<file path="config.mk">
export PLATFORM = sky130hd
export DESIGN_NAME = array_linked_list_engine_unit
export DESIGN_NICKNAME = d
export VERILOG_FILES = /design/src/sv/alle_pkg.sv /design/src/sv/alle_link_mem.sv /design/src/sv/array_linked_list_engine_unit.sv
export SDC_FILE = /design/constraint.sdc
export NUM_CORES = 1
export LEC_CHECK = 0
export ABC_AREA = 1
export BUFFER_PORTS_ARGS = -buffer_cell sky130_fd_sc_hd__buf_2
export CORE_ASPECT_RATIO = 0.8
export CORE_MARGIN = 4
export CORE_UTILIZATION = 60
export CTS_BUF_LIST = sky130_fd_sc_hd__clkbuf_4 sky130_fd_sc_hd__clkbuf_8
export CTS_CLUSTER_DIAMETER = 60
export CTS_CLUSTER_SIZE = 28
export DETAILED_ROUTE_END_ITERATION = 7
export GPL_TIMING_DRIVEN = 0
export PLACE_DENSITY = 0.79
export SLEW_MARGIN = 20
export SYNTH_ARGS = -nofsm -noshare
export SYNTH_HDL_FRONTEND = slang
export SYNTH_SLANG_ARGS = --single-unit
</file>
<file path="constraint.sdc">
create_clock -name aclk -period 4 [get_ports aclk]
set_input_delay 1 -clock aclk [delete_from_list [all_inputs] [get_ports aclk]]
set_output_delay 1 -clock aclk [all_outputs]
set_load 0.03 [all_outputs]
</file>
<file path="src/sv/alle_pkg.sv">
// ---------------------------------------------------------------------------
// alle_pkg: shared definitions for the array linked list engine
// Slot indexes, link encoding, FSM states, handshake codes and the
// memory access bundles passed between the engine and its link store.
// ---------------------------------------------------------------------------
package alle_pkg;

    localparam int ENTRIES    = 16;
    localparam int VALUE_BITS = 32;
    localparam int LOC_W      = 4;
    localparam int IDX_W      = (ENTRIES > 1) ? $clog2(ENTRIES) : 1;
    localparam int LINK_W     = $clog2(ENTRIES + 1);

    localparam int IN_W        = LOC_W + VALUE_BITS;
    localparam int IN_TDATA_W  = ((IN_W + 7) / 8) * 8;
    localparam int OUT_W       = 1 + 3 * LINK_W;
    localparam int OUT_TDATA_W = ((OUT_W + 7) / 8) * 8;

    typedef logic [IDX_W-1:0]  idx_t;
    typedef logic [LINK_W-1:0] link_t;
    typedef logic [LOC_W-1:0]  loc_t;

    localparam link_t NULL_LINK = link_t'(ENTRIES);

    localparam logic KIND_INSERT = 1'b0;
    localparam logic KIND_DELETE = 1'b1;
    localparam logic STATUS_DONE = 1'b0;
    localparam logic STATUS_FULL = 1'b1;

    typedef enum logic [2:0] {
        ST_IDLE,
        ST_INS1,
        ST_INS2,
        ST_DEL1,
        ST_DEL2,
        ST_OUT
    } state_t;

    typedef struct packed {
        logic en;
        idx_t nx_addr_a;
        idx_t nx_addr_b;
        idx_t pv_addr;
    } link_rd_t;

    typedef struct packed {
        logic  nx_we;
        idx_t  nx_addr;
        link_t nx_data;
        logic  pv_we;
        idx_t  pv_addr;
        link_t pv_data;
    } link_wr_t;

    function automatic logic is_slot(input link_t l);
        return (l < link_t'(ENTRIES));
    endfunction

    // Next links after reset: a chain from slot 1 to the last slot; slot 0 is alone.
    function automatic link_t next_reset(input idx_t i);
        link_t r;
        if (i == idx_t'(0) || i == idx_t'(ENTRIES - 1)) begin
            r = NULL_LINK;
        end else begin
            r = link_t'(i) + link_t'(1);
        end
        return r;
    endfunction

    function automatic link_t prev_reset(input idx_t i);
        link_t r;
        if (i == idx_t'(0)) begin
            r = NULL_LINK;
        end else begin
            r = link_t'(i) - link_t'(1);
        end
        return r;
    endfunction

endpackage

</file>
<file path="src/sv/alle_link_mem.sv">
// ---------------------------------------------------------------------------
// alle_link_mem: next and previous link store
// Two synchronous memories with registered read data. The next store has
// two read ports, the previous store one. Per-entry valid bits stand in
// for the reset chains until an entry is first written.
// ---------------------------------------------------------------------------
module alle_link_mem
    import alle_pkg::*;
(
    input  logic     aclk,
    input  logic     aresetn,
    input  link_rd_t rd,
    input  link_wr_t wr,
    output link_t    nx_rdata_a,
    output link_t    nx_rdata_b,
    output link_t    pv_rdata
);

    link_t nx_mem [ENTRIES];
    link_t pv_mem [ENTRIES];

    logic [ENTRIES-1:0] nx_vld_reg;
    logic [ENTRIES-1:0] pv_vld_reg;

    link_t nx_a_data_reg;
    link_t nx_b_data_reg;
    link_t pv_data_reg;
    logic  nx_a_vld_reg;
    logic  nx_b_vld_reg;
    logic  pv_vld_q_reg;
    idx_t  nx_a_addr_reg;
    idx_t  nx_b_addr_reg;
    idx_t  pv_addr_reg;

    always_ff @(posedge aclk) begin
        if (wr.nx_we) begin
            nx_mem[wr.nx_addr] <= wr.nx_data;
        end
        if (wr.pv_we) begin
            pv_mem[wr.pv_addr] <= wr.pv_data;
        end
    end

    always_ff @(posedge aclk) begin
        if (!aresetn) begin
            nx_vld_reg <= '0;
            pv_vld_reg <= '0;
        end else begin
            if (wr.nx_we) begin
                nx_vld_reg[wr.nx_addr] <= 1'b1;
            end
            if (wr.pv_we) begin
                pv_vld_reg[wr.pv_addr] <= 1'b1;
            end
        end
    end

    always_ff @(posedge aclk) begin
        if (rd.en) begin
            nx_a_data_reg <= nx_mem[rd.nx_addr_a];
            nx_b_data_reg <= nx_mem[rd.nx_addr_b];
            pv_data_reg   <= pv_mem[rd.pv_addr];
            nx_a_vld_reg  <= nx_vld_reg[rd.nx_addr_a];
            nx_b_vld_reg  <= nx_vld_reg[rd.nx_addr_b];
            pv_vld_q_reg  <= pv_vld_reg[rd.pv_addr];
            nx_a_addr_reg <= rd.nx_addr_a;
            nx_b_addr_reg <= rd.nx_addr_b;
            pv_addr_reg   <= rd.pv_addr;
        end
    end

    assign nx_rdata_a = nx_a_vld_reg ? nx_a_data_reg : next_reset(nx_a_addr_reg);
    assign nx_rdata_b = nx_b_vld_reg ? nx_b_data_reg : next_reset(nx_b_addr_reg);
    assign pv_rdata   = pv_vld_q_reg ? pv_data_reg   : prev_reset(pv_addr_reg);

endmodule

</file>
<file path="src/sv/array_linked_list_engine_unit.sv">
// ---------------------------------------------------------------------------
// array_linked_list_engine_unit: doubly linked list in slot memories
// Inserts after or deletes a slot and reports the list and free heads.
// ---------------------------------------------------------------------------
// Usage:
//   The s_ channel takes one command item: s_tuser selects insert or delete,
//   s_tdata carries the slot location and the value to store. The m_
//   channel returns one result item per command with the status, the slot
//   taken by an insert, and the list head and free list head afterwards.
//   An insert or delete goes from acceptance through one read of the link
//   memories, the write states (each link memory has one write port) and
//   the result load into the output register. A refused insert goes from
//   the read straight to the result load; m_tvalid rises with that load.
//   The engine works on one item at a time; a new item is accepted as soon
//   as the previous result sits in the output register, even while the
//   receiver holds m_tready low. A stalled result blocks only the result
//   load of the following item. After reset slot 0 is the list head with
//   null links and slots 1 and up form the free list; valid bits supply
//   these chains until entries are written, so no clearing pass is needed.
// ---------------------------------------------------------------------------
module array_linked_list_engine_unit
    import alle_pkg::*;
(
    input  logic                   aclk,
    input  logic                   aresetn,
    input  logic                   s_tvalid,
    output logic                   s_tready,
    // [3:0] location, [35:4] data, upper bits zero
    input  logic [IN_TDATA_W-1:0]  s_tdata,
    // [0] kind
    input  logic                   s_tuser,
    output logic                   m_tvalid,
    input  logic                   m_tready,
    // [0] status, [5:1] slot, [10:6] head_index, [15:11] free_index
    output logic [OUT_TDATA_W-1:0] m_tdata
);

    state_t state_reg, state_next;

    logic  kind_reg;
    idx_t  loc_reg;
    link_t fslot_reg;
    link_t after_reg, after_next;
    link_t head_reg, head_next;
    link_t free_reg, free_next;
    logic  status_reg, status_next;
    link_t taken_reg, taken_next;
    logic  m_valid_reg;
    logic [OUT_TDATA_W-1:0] m_data_reg;

    link_rd_t rd;
    link_wr_t wr;
    link_t    nx_rdata_a;
    link_t    nx_rdata_b;
    link_t    pv_rdata;

    logic signed [VALUE_BITS-1:0] val_mem [ENTRIES];

    loc_t s_loc;
    logic s_accept;
    logic loc_ok;
    logic ins_go;
    logic out_free;

    assign s_loc    = s_tdata[LOC_W-1:0];
    assign s_accept = s_tvalid && s_tready;
    assign loc_ok   = (int'(s_loc) < ENTRIES);
    assign ins_go   = (s_tuser == KIND_INSERT) && loc_ok && is_slot(free_reg);
    assign out_free = !m_valid_reg || m_tready;

    alle_link_mem u_link_mem (
        .aclk       (aclk),
        .aresetn    (aresetn),
        .rd         (rd),
        .wr         (wr),
        .nx_rdata_a (nx_rdata_a),
        .nx_rdata_b (nx_rdata_b),
        .pv_rdata   (pv_rdata)
    );

    always_comb begin
        state_next = state_reg;
        case (state_reg)
            ST_IDLE: begin
                if (s_accept) begin
                    if (!loc_ok) begin
                        state_next = ST_OUT;
                    end else if (s_tuser == KIND_DELETE) begin
                        state_next = ST_DEL1;
                    end else if (is_slot(free_reg)) begin
                        state_next = ST_INS1;
                    end else begin
                        state_next = ST_OUT;
                    end
                end
            end
            ST_INS1: state_next = ST_INS2;
            ST_INS2: state_next = ST_OUT;
            ST_DEL1: state_next = ST_DEL2;
            ST_DEL2: state_next = ST_OUT;
            ST_OUT: begin
                if (out_free) begin
                    state_next = ST_IDLE;
                end
            end
            default: state_next = ST_IDLE;
        endcase
    end

    always_comb begin
        s_tready     = 1'b0;
        rd           = '0;
        wr           = '0;
        after_next   = after_reg;
        head_next    = head_reg;
        free_next    = free_reg;
        status_next  = status_reg;
        taken_next   = taken_reg;
        case (state_reg)
            ST_IDLE: begin
                // No item is taken while reset is held.
                s_tready      = aresetn;
                rd.en         = s_accept;
                rd.nx_addr_a  = idx_t'(free_reg);
                rd.nx_addr_b  = idx_t'(s_loc);
                rd.pv_addr    = idx_t'(s_loc);
                status_next   = (s_tuser == KIND_INSERT && loc_ok && !is_slot(free_reg))
                                ? STATUS_FULL : STATUS_DONE;
                taken_next    = ins_go ? free_reg : NULL_LINK;
            end
            ST_INS1: begin
                // New slot takes the old successor of location and points back to it.
                wr.nx_we   = 1'b1;
                wr.nx_addr = idx_t'(fslot_reg);
                wr.nx_data = nx_rdata_b;
                wr.pv_we   = 1'b1;
                wr.pv_addr = idx_t'(fslot_reg);
                wr.pv_data = link_t'(loc_reg);
                free_next  = nx_rdata_a;
                after_next = nx_rdata_b;
            end
            ST_INS2: begin
                wr.nx_we   = 1'b1;
                wr.nx_addr = loc_reg;
                wr.nx_data = fslot_reg;
                wr.pv_we   = is_slot(after_reg);
                wr.pv_addr = idx_t'(after_reg);
                wr.pv_data = fslot_reg;
            end
            ST_DEL1: begin
                if (head_reg == link_t'(loc_reg)) begin
                    head_next = nx_rdata_b;
                end else begin
                    wr.nx_we = is_slot(pv_rdata);
                end
                wr.nx_addr = idx_t'(pv_rdata);
                wr.nx_data = nx_rdata_b;
                wr.pv_we   = is_slot(nx_rdata_b);
                wr.pv_addr = idx_t'(nx_rdata_b);
                wr.pv_data = pv_rdata;
            end
            ST_DEL2: begin
                // The deleted slot becomes the head of the free list.
                wr.nx_we   = 1'b1;
                wr.nx_addr = loc_reg;
                wr.nx_data = free_reg;
                free_next  = link_t'(loc_reg);
            end
            ST_OUT: begin
            end
            default: begin
            end
        endcase
    end

    always_ff @(posedge aclk) begin
        if (s_accept && ins_go) begin
            val_mem[idx_t'(free_reg)] <= s_tdata[LOC_W +: VALUE_BITS];
        end
    end

    always_ff @(posedge aclk) begin
        if (s_accept) begin
            kind_reg  <= s_tuser;
            loc_reg   <= idx_t'(s_loc);
            fslot_reg <= free_reg;
        end
        after_reg  <= after_next;
        status_reg <= status_next;
        taken_reg  <= taken_next;
        if (state_reg == ST_OUT && out_free) begin
            m_data_reg <= OUT_TDATA_W'({free_reg, head_reg, taken_reg, status_reg});
        end
    end

    always_ff @(posedge aclk) begin
        if (!aresetn) begin
            state_reg   <= ST_IDLE;
            head_reg    <= link_t'(0);
            free_reg    <= (ENTRIES > 1) ? link_t'(1) : NULL_LINK;
            m_valid_reg <= 1'b0;
        end else begin
            state_reg <= state_next;
            head_reg  <= head_next;
            free_reg  <= free_next;
            if (state_reg == ST_OUT && out_free) begin
                m_valid_reg <= 1'b1;
            end else if (m_tready) begin
                m_valid_reg <= 1'b0;
            end
        end
    end

    assign m_tvalid = m_valid_reg;
    assign m_tdata  = m_data_reg;

`ifndef ASSERT_OFF
    a_accept_leaves_idle: assert property (@(posedge aclk) disable iff (!aresetn)
        s_accept |=> state_reg != ST_IDLE)
        else $error("engine stayed idle after accepting an item");

    a_insert_path: assert property (@(posedge aclk) disable iff (!aresetn)
        (s_accept && ins_go) |=> (state_reg == ST_INS1 && kind_reg == KIND_INSERT))
        else $error("insert with a free slot did not start the insert sequence");

    a_result_loaded: assert property (@(posedge aclk) disable iff (!aresetn)
        (state_reg == ST_OUT && out_free) |=> (m_tvalid && state_reg == ST_IDLE))
        else $error("result not loaded when the output register was free");

    a_full_no_slot: assert property (@(posedge aclk) disable iff (!aresetn)
        (state_reg == ST_OUT && status_reg == STATUS_FULL) |-> taken_reg == NULL_LINK)
        else $error("refused insert reports a taken slot");

    a_free_range: assert property (@(posedge aclk) disable iff (!aresetn)
        free_reg <= NULL_LINK && head_reg <= NULL_LINK)
        else $error("head or free link outside the slot range");
`endif

endmodule

</file>
# Yosys cells after proc, flatten, opt, wreduce, memory -nomap -nowiden
# Memory sizes are Yosys's and may differ from the RTL's. A register that Yosys moved wholly into a read port is not among the register bits.
# Index checks and enable logic that the tools add are counted.
# totals
ff_bits	97
ramBits	160
inputBits	45
memories	2
# op_classes
add_sub_neg	3
n_lt_le_gt_ge	11
eq_ne	10
mux	34
bitwise_logic	3
reduce_logical	20
# memory_table
memory	depth	width	read_ports	rd_ports_with_merged_regs	write_ports	line	text
u_link_mem.nx_mem	16	5	2	2	1	alle_link_mem.sv:19	link_t nx_mem [ENTRIES];
u_link_mem.pv_mem	16	5	1	1	1	alle_link_mem.sv:20	link_t pv_mem [ENTRIES];
# op_table
cell	count
$pmux W10 S4	1
$or A16 B16 Y16	2
$mux W5	6
$pmux W10 S3	1
$lt A4 B5 Y1 const B	5
$lt A5 B5 Y1 const B	4
$pmux W3 S5	1
$mux W1	14
$mux W13	1
$bmux W1 S4	3
$logic_not A4 Y1	3
$mux W3	4
$add A4 B1 Y5 const B	2
$pmux W5 S2	1
$demux W1 S4	2
$eq A4 B4 Y1 const B	2
$ge A4 B1 Y1 const B	2
$eq A3 B2 Y1 const B	2
$eq A3 B3 Y1 const B	2
$logic_and A1 B1 Y1	6
$eq A5 B4 Y1	1
$sub A4 B1 Y5 const B	1
$ne A2 B2 Y1 const B	2
$reduce_and A2 Y1	2
7 further kinds	11

# Depth between registers and ports, before layout
# logic_depth
word_depth	11
mapped_depth	13

# Hierarchy
# Synthesis repeated with hierarchy kept, for this count alone.
# hier_totals
cells_unflattened	1466
hier_area_um2	12917.4
# by_module_without_submodules
module	n_inst	cells_per_inst	area_per_inst_um2	seq_area_each_um2
alle_link_mem	1	1227	10650.2	6346.1
array_linked_list_engine_unit	1	239	2267.2	1361.3

# Worst setup path before layout
# No wires, ideal clock.
# synth_path
path_type	input -> register
startpoint	input port aresetn
endpoint	register u_link_mem.nx_a_addr_reg[0], enable pin
setup_ps	447
t_arrival_ps	3153
path_slack_ps	400
stages	2
path_cell_list	clkinv_1 -> nor3b_1
# synth_lines
element	line	text
start: declaration	array_linked_list_engine_unit.sv:25	input logic aresetn,
end signal: assignment	alle_link_mem.sv:66	nx_a_addr_reg <= rd.nx_addr_a;
end: declaration	alle_link_mem.sv:31	idx_t nx_a_addr_reg;

# Worst setup path after layout
# layout_path
startpoint	input port aresetn
endpoint	output port s_tready
# layout_via
elab_chain_len	1
# layout_rtl
element	line	text
$mux W1	array_linked_list_engine_unit.sv:119	case (state_reg)
end: declaration	array_linked_list_engine_unit.sv:27	output logic s_tready,
# No other way between the ends.

==> summary.txt <==
Clock tree
  – H-tree depth: 1
  – CTS Buf Count: 16
  – Post-CTS resize count: 0
  – Postcts setup bufs: 0
  – # clock sinks: 268
  – Worst-Skew Late Latency: 0.57 ns
  – Worst-path clk slew: 0.15 ns
  – Root buf cell: clkbuf_8
  – Post-CTS Hold Buffers: 0
  – TritonCTS clock tree: built
  – CTS Buffer Depth: 3

Floorplan
  – DIE AREA: 22500 um^2
  – Die height: 135 um
  – Rows: 46
  – Die width: 167 um
  – Io pins: 63
  – Total core area: 19800 um^2
  – Initial Util: 0.611

Synth
  – Seq/Total Area, Yosys: 0.628
  – Yosys warning total: 0
  – Largest area contributor in the netlist: edfxtp_1
  – Syn_area_per_cell: 9.98 um^2
  – Synth unique cells: 38
  – Top-area cell type share of the netlist area: 0.551
  – Synth Register Bits: 268
  – Synth Cell Area: 12100 um^2
  – Post-synth net total: 1260
  – Top post-synthesis cells by area: edfxtp_1 (55%), dfxtp_1 (7.6%), nand3_1 (5.4%)
  – Gate count after technology mapping: 1211

Cells and area
  – Commonest cells after routing, fill and taps aside: edfxtp_1 (222), nand2_1 (174), inv_1 (144)
  – Largest regs: u_link_mem.nx_mem x80, u_link_mem.pv_mem x80
  – Area Growth Syn to Fin: 8.22%
  – Share of cells above drive strength 1: 0.107
  – Commonest non-fill, non-tap cell in the layout: edfxtp_1
  – Nets: 1322
  – Final core occ: 0.661

Setup path
  – Arrival @ worst endpoint: 2.37 ns
  – Worst flop-to-flop path endpoint: u_link_mem.pv_mem[4][3]
  – Top delay family on crit path: buffers and inverters
  – CP startpoint kind: input port
  – Slowest CP cell: clkbuf_1
  – Crit-path most repeated cell: buf_2
  – R2R setup slack: 0.81 ns
  – CP Buf/Inv Count: 4
  – Crit-path cells: buf_2, clkinv_1, clkbuf_1, nor2_1, buf_2
  – CP required: 3.00 ns
  – CP Capture Point: s_tready
  – CP Max Fanout: 10
  – CP Capture Type: output port
  – CP Depth: 5
  – Crit path largest cell delay: 0.42 ns
  – RR Startpoint: u_link_mem.pv_addr_reg[0]
  – Critical Path Source: aresetn
  – Register-to-Register Path Depth: 9
  – Setup CP Type: in2out

Detailed routing
  – Starting DRT DRC Count: 1355
  – Routed WL: 35500 um
  – DRC: 0
  – Via total after detailed routing: 9568
  – DR pass1 iterations: 6
  – Post-route ant nets: 0
  – Vias per inst: 6.18
  – DR WL/cell: 22.9 um

GRT
  – Global Route met3 Usage: 0.0822
  – Met2 usage: 0.470
  – Met1 usage: 0.459
  – Vias in the first global route: 8957
  – First-pass GRT wire length: 53300 um
  – Most Used Layer, Global Route: met2
  – Total global routing overflow: 0
  – Gr usage total: 0.313
  – Initial antenna violation count: 1
  – Pin count of the biggest net entering global routing: 29

STA
  – Worst-margin pin slew: 1.02 ns
  – Fin crit period: 3.37 ns
  – Final setup vio count: 0
  – Max Fclk: 297 MHz
  – Crit share post-route: 0.842
  – Final hold vios: 0
  – Slew HR: 0.313
  – RSZ-0062 raised after global routing: no
  – Post-route setup TNS: 0 ns
  – Clk_skew: 0.0342 ns
  – Max-slew violations: 0

Placement
  – GP Congestion: 1.02
  – Detail Placement HPWL: 25800 um
  – Buffers on Ports: 26

Job
  – Max cap viols: 0

Outcome
  – Run status: complete, no violations

Power
  – Leak: 5.08 nW
  – Max VDD drop: 0.496 mV
  – Pwr/cell area: 758 nW/um^2

Min path
  – Hold Path Class: reg2reg
where the power goes:
| part | internal (mW) | leakage, nW | switching [mW] | total (mW) |
|---|---|---|---|---|
| clock network | 0.534 | 0.191 | 0.928 | 1.46 |
| registers | 3.74 | 2.43 | 0.154 | 3.89 |
| logic | 1.17 | 2.46 | 3.39 | 4.57 |
| total | 5.45 | 5.08 | 4.47 | 9.92 |
layer usage:
metal,share of wire,vias up
met5,0.00020,-
met4,0.031,2
met3,0.13,90
met2,0.43,659
met1,0.41,4491
li1,-,4326
worst min-delay path by stage:
stage	start	endpoint	slack (ns)	cells past startpoint
2_1_floorplan	status_reg	m_tdata[0]	0.40	0
3_3_place_gp	taken_reg[4]	m_tdata[5]	0.40	0
3_5_place_dp	taken_reg[1]	m_tdata[2]	0.41	0
4_1_cts	taken_reg[0]	m_tdata[1]	0.44	0
5_1_grt	status_reg	m_tdata[0]	0.46	0
6_report	taken_reg[0]	m_tdata[1]	0.44	0
cell type report:
| class | instances | area, um^2 |
|---|---|---|
| inverters | 155 | 584 |
| multi-input cells | 727 | 3650 |
| well taps | 264 | 330 |
| repair buffers | 44 | 273 |
| fillers | 1594 | 6720 |
| clock buffers | 19 | 255 |
| diodes | 1 | 2.50 |
| clock inverters | 9 | 116 |
| flip-flops and latches | 268 | 7590 |
| plain buffers | 61 | 289 |
synth_stat cells, drive strengths merged:
| cell type | instances |
|---|---|
| o2111ai | 1 |
| nand3 | 133 |
| clkbuf | 28 |
| a21oi | 101 |
| nor2 | 92 |
| buf | 33 |
| nor3b | 2 |
| or2 | 2 |
| nor3 | 5 |
| clkinv | 3 |
| o21ai | 117 |
| xnor2 | 1 |
| inv | 152 |
| o21bai | 11 |
| xor2 | 1 |
| a221oi | 1 |
| nand4 | 1 |
| ha | 4 |
| o211ai | 64 |
| a31o | 1 |
| o221ai | 1 |
| edfxtp | 222 |
| nand2 | 181 |
| dfxtp | 46 |
| a211oi | 2 |
| a31oi | 5 |
| nand3b | 1 |
worst reg2reg max path: cells and delay by family, from the launching register on:
family	cells	cell delay [ns]
adders and majority gates	1	0.26
AOI/OAI and AO/OA	2	0.48
buffers and inverters	2	0.23
and+or+nand+nor	4	1.35
DFF	1	0.49
cells by family after synthesis:
| group | synth area share |
|---|---|
| fa+ha+maj | 0.00414 |
| compound gates | 0.144 |
| flops | 0.628 |
| xor+xnor | 0.00145 |
| buf+inv | 0.0722 |
| simple gates | 0.150 |
through the flow:
stage	hold slack, ns	instance area, um^2	power, mW	instances	setup WS (ns)
5_1_grt	0.458	13100	10.4	1547	0.632
3_5_place_dp	0.406	12700	8.32	1519	0.716
4_1_cts	0.442	13100	9.74	1547	0.720
6_report	0.440	13100	9.92	1548	0.633
2_1_floorplan	0.400	12100	6.58	1211	0.400
3_3_place_gp	0.401	12600	8.12	1501	-0.675
No activity file was read; power rests on OpenSTA's default activity.
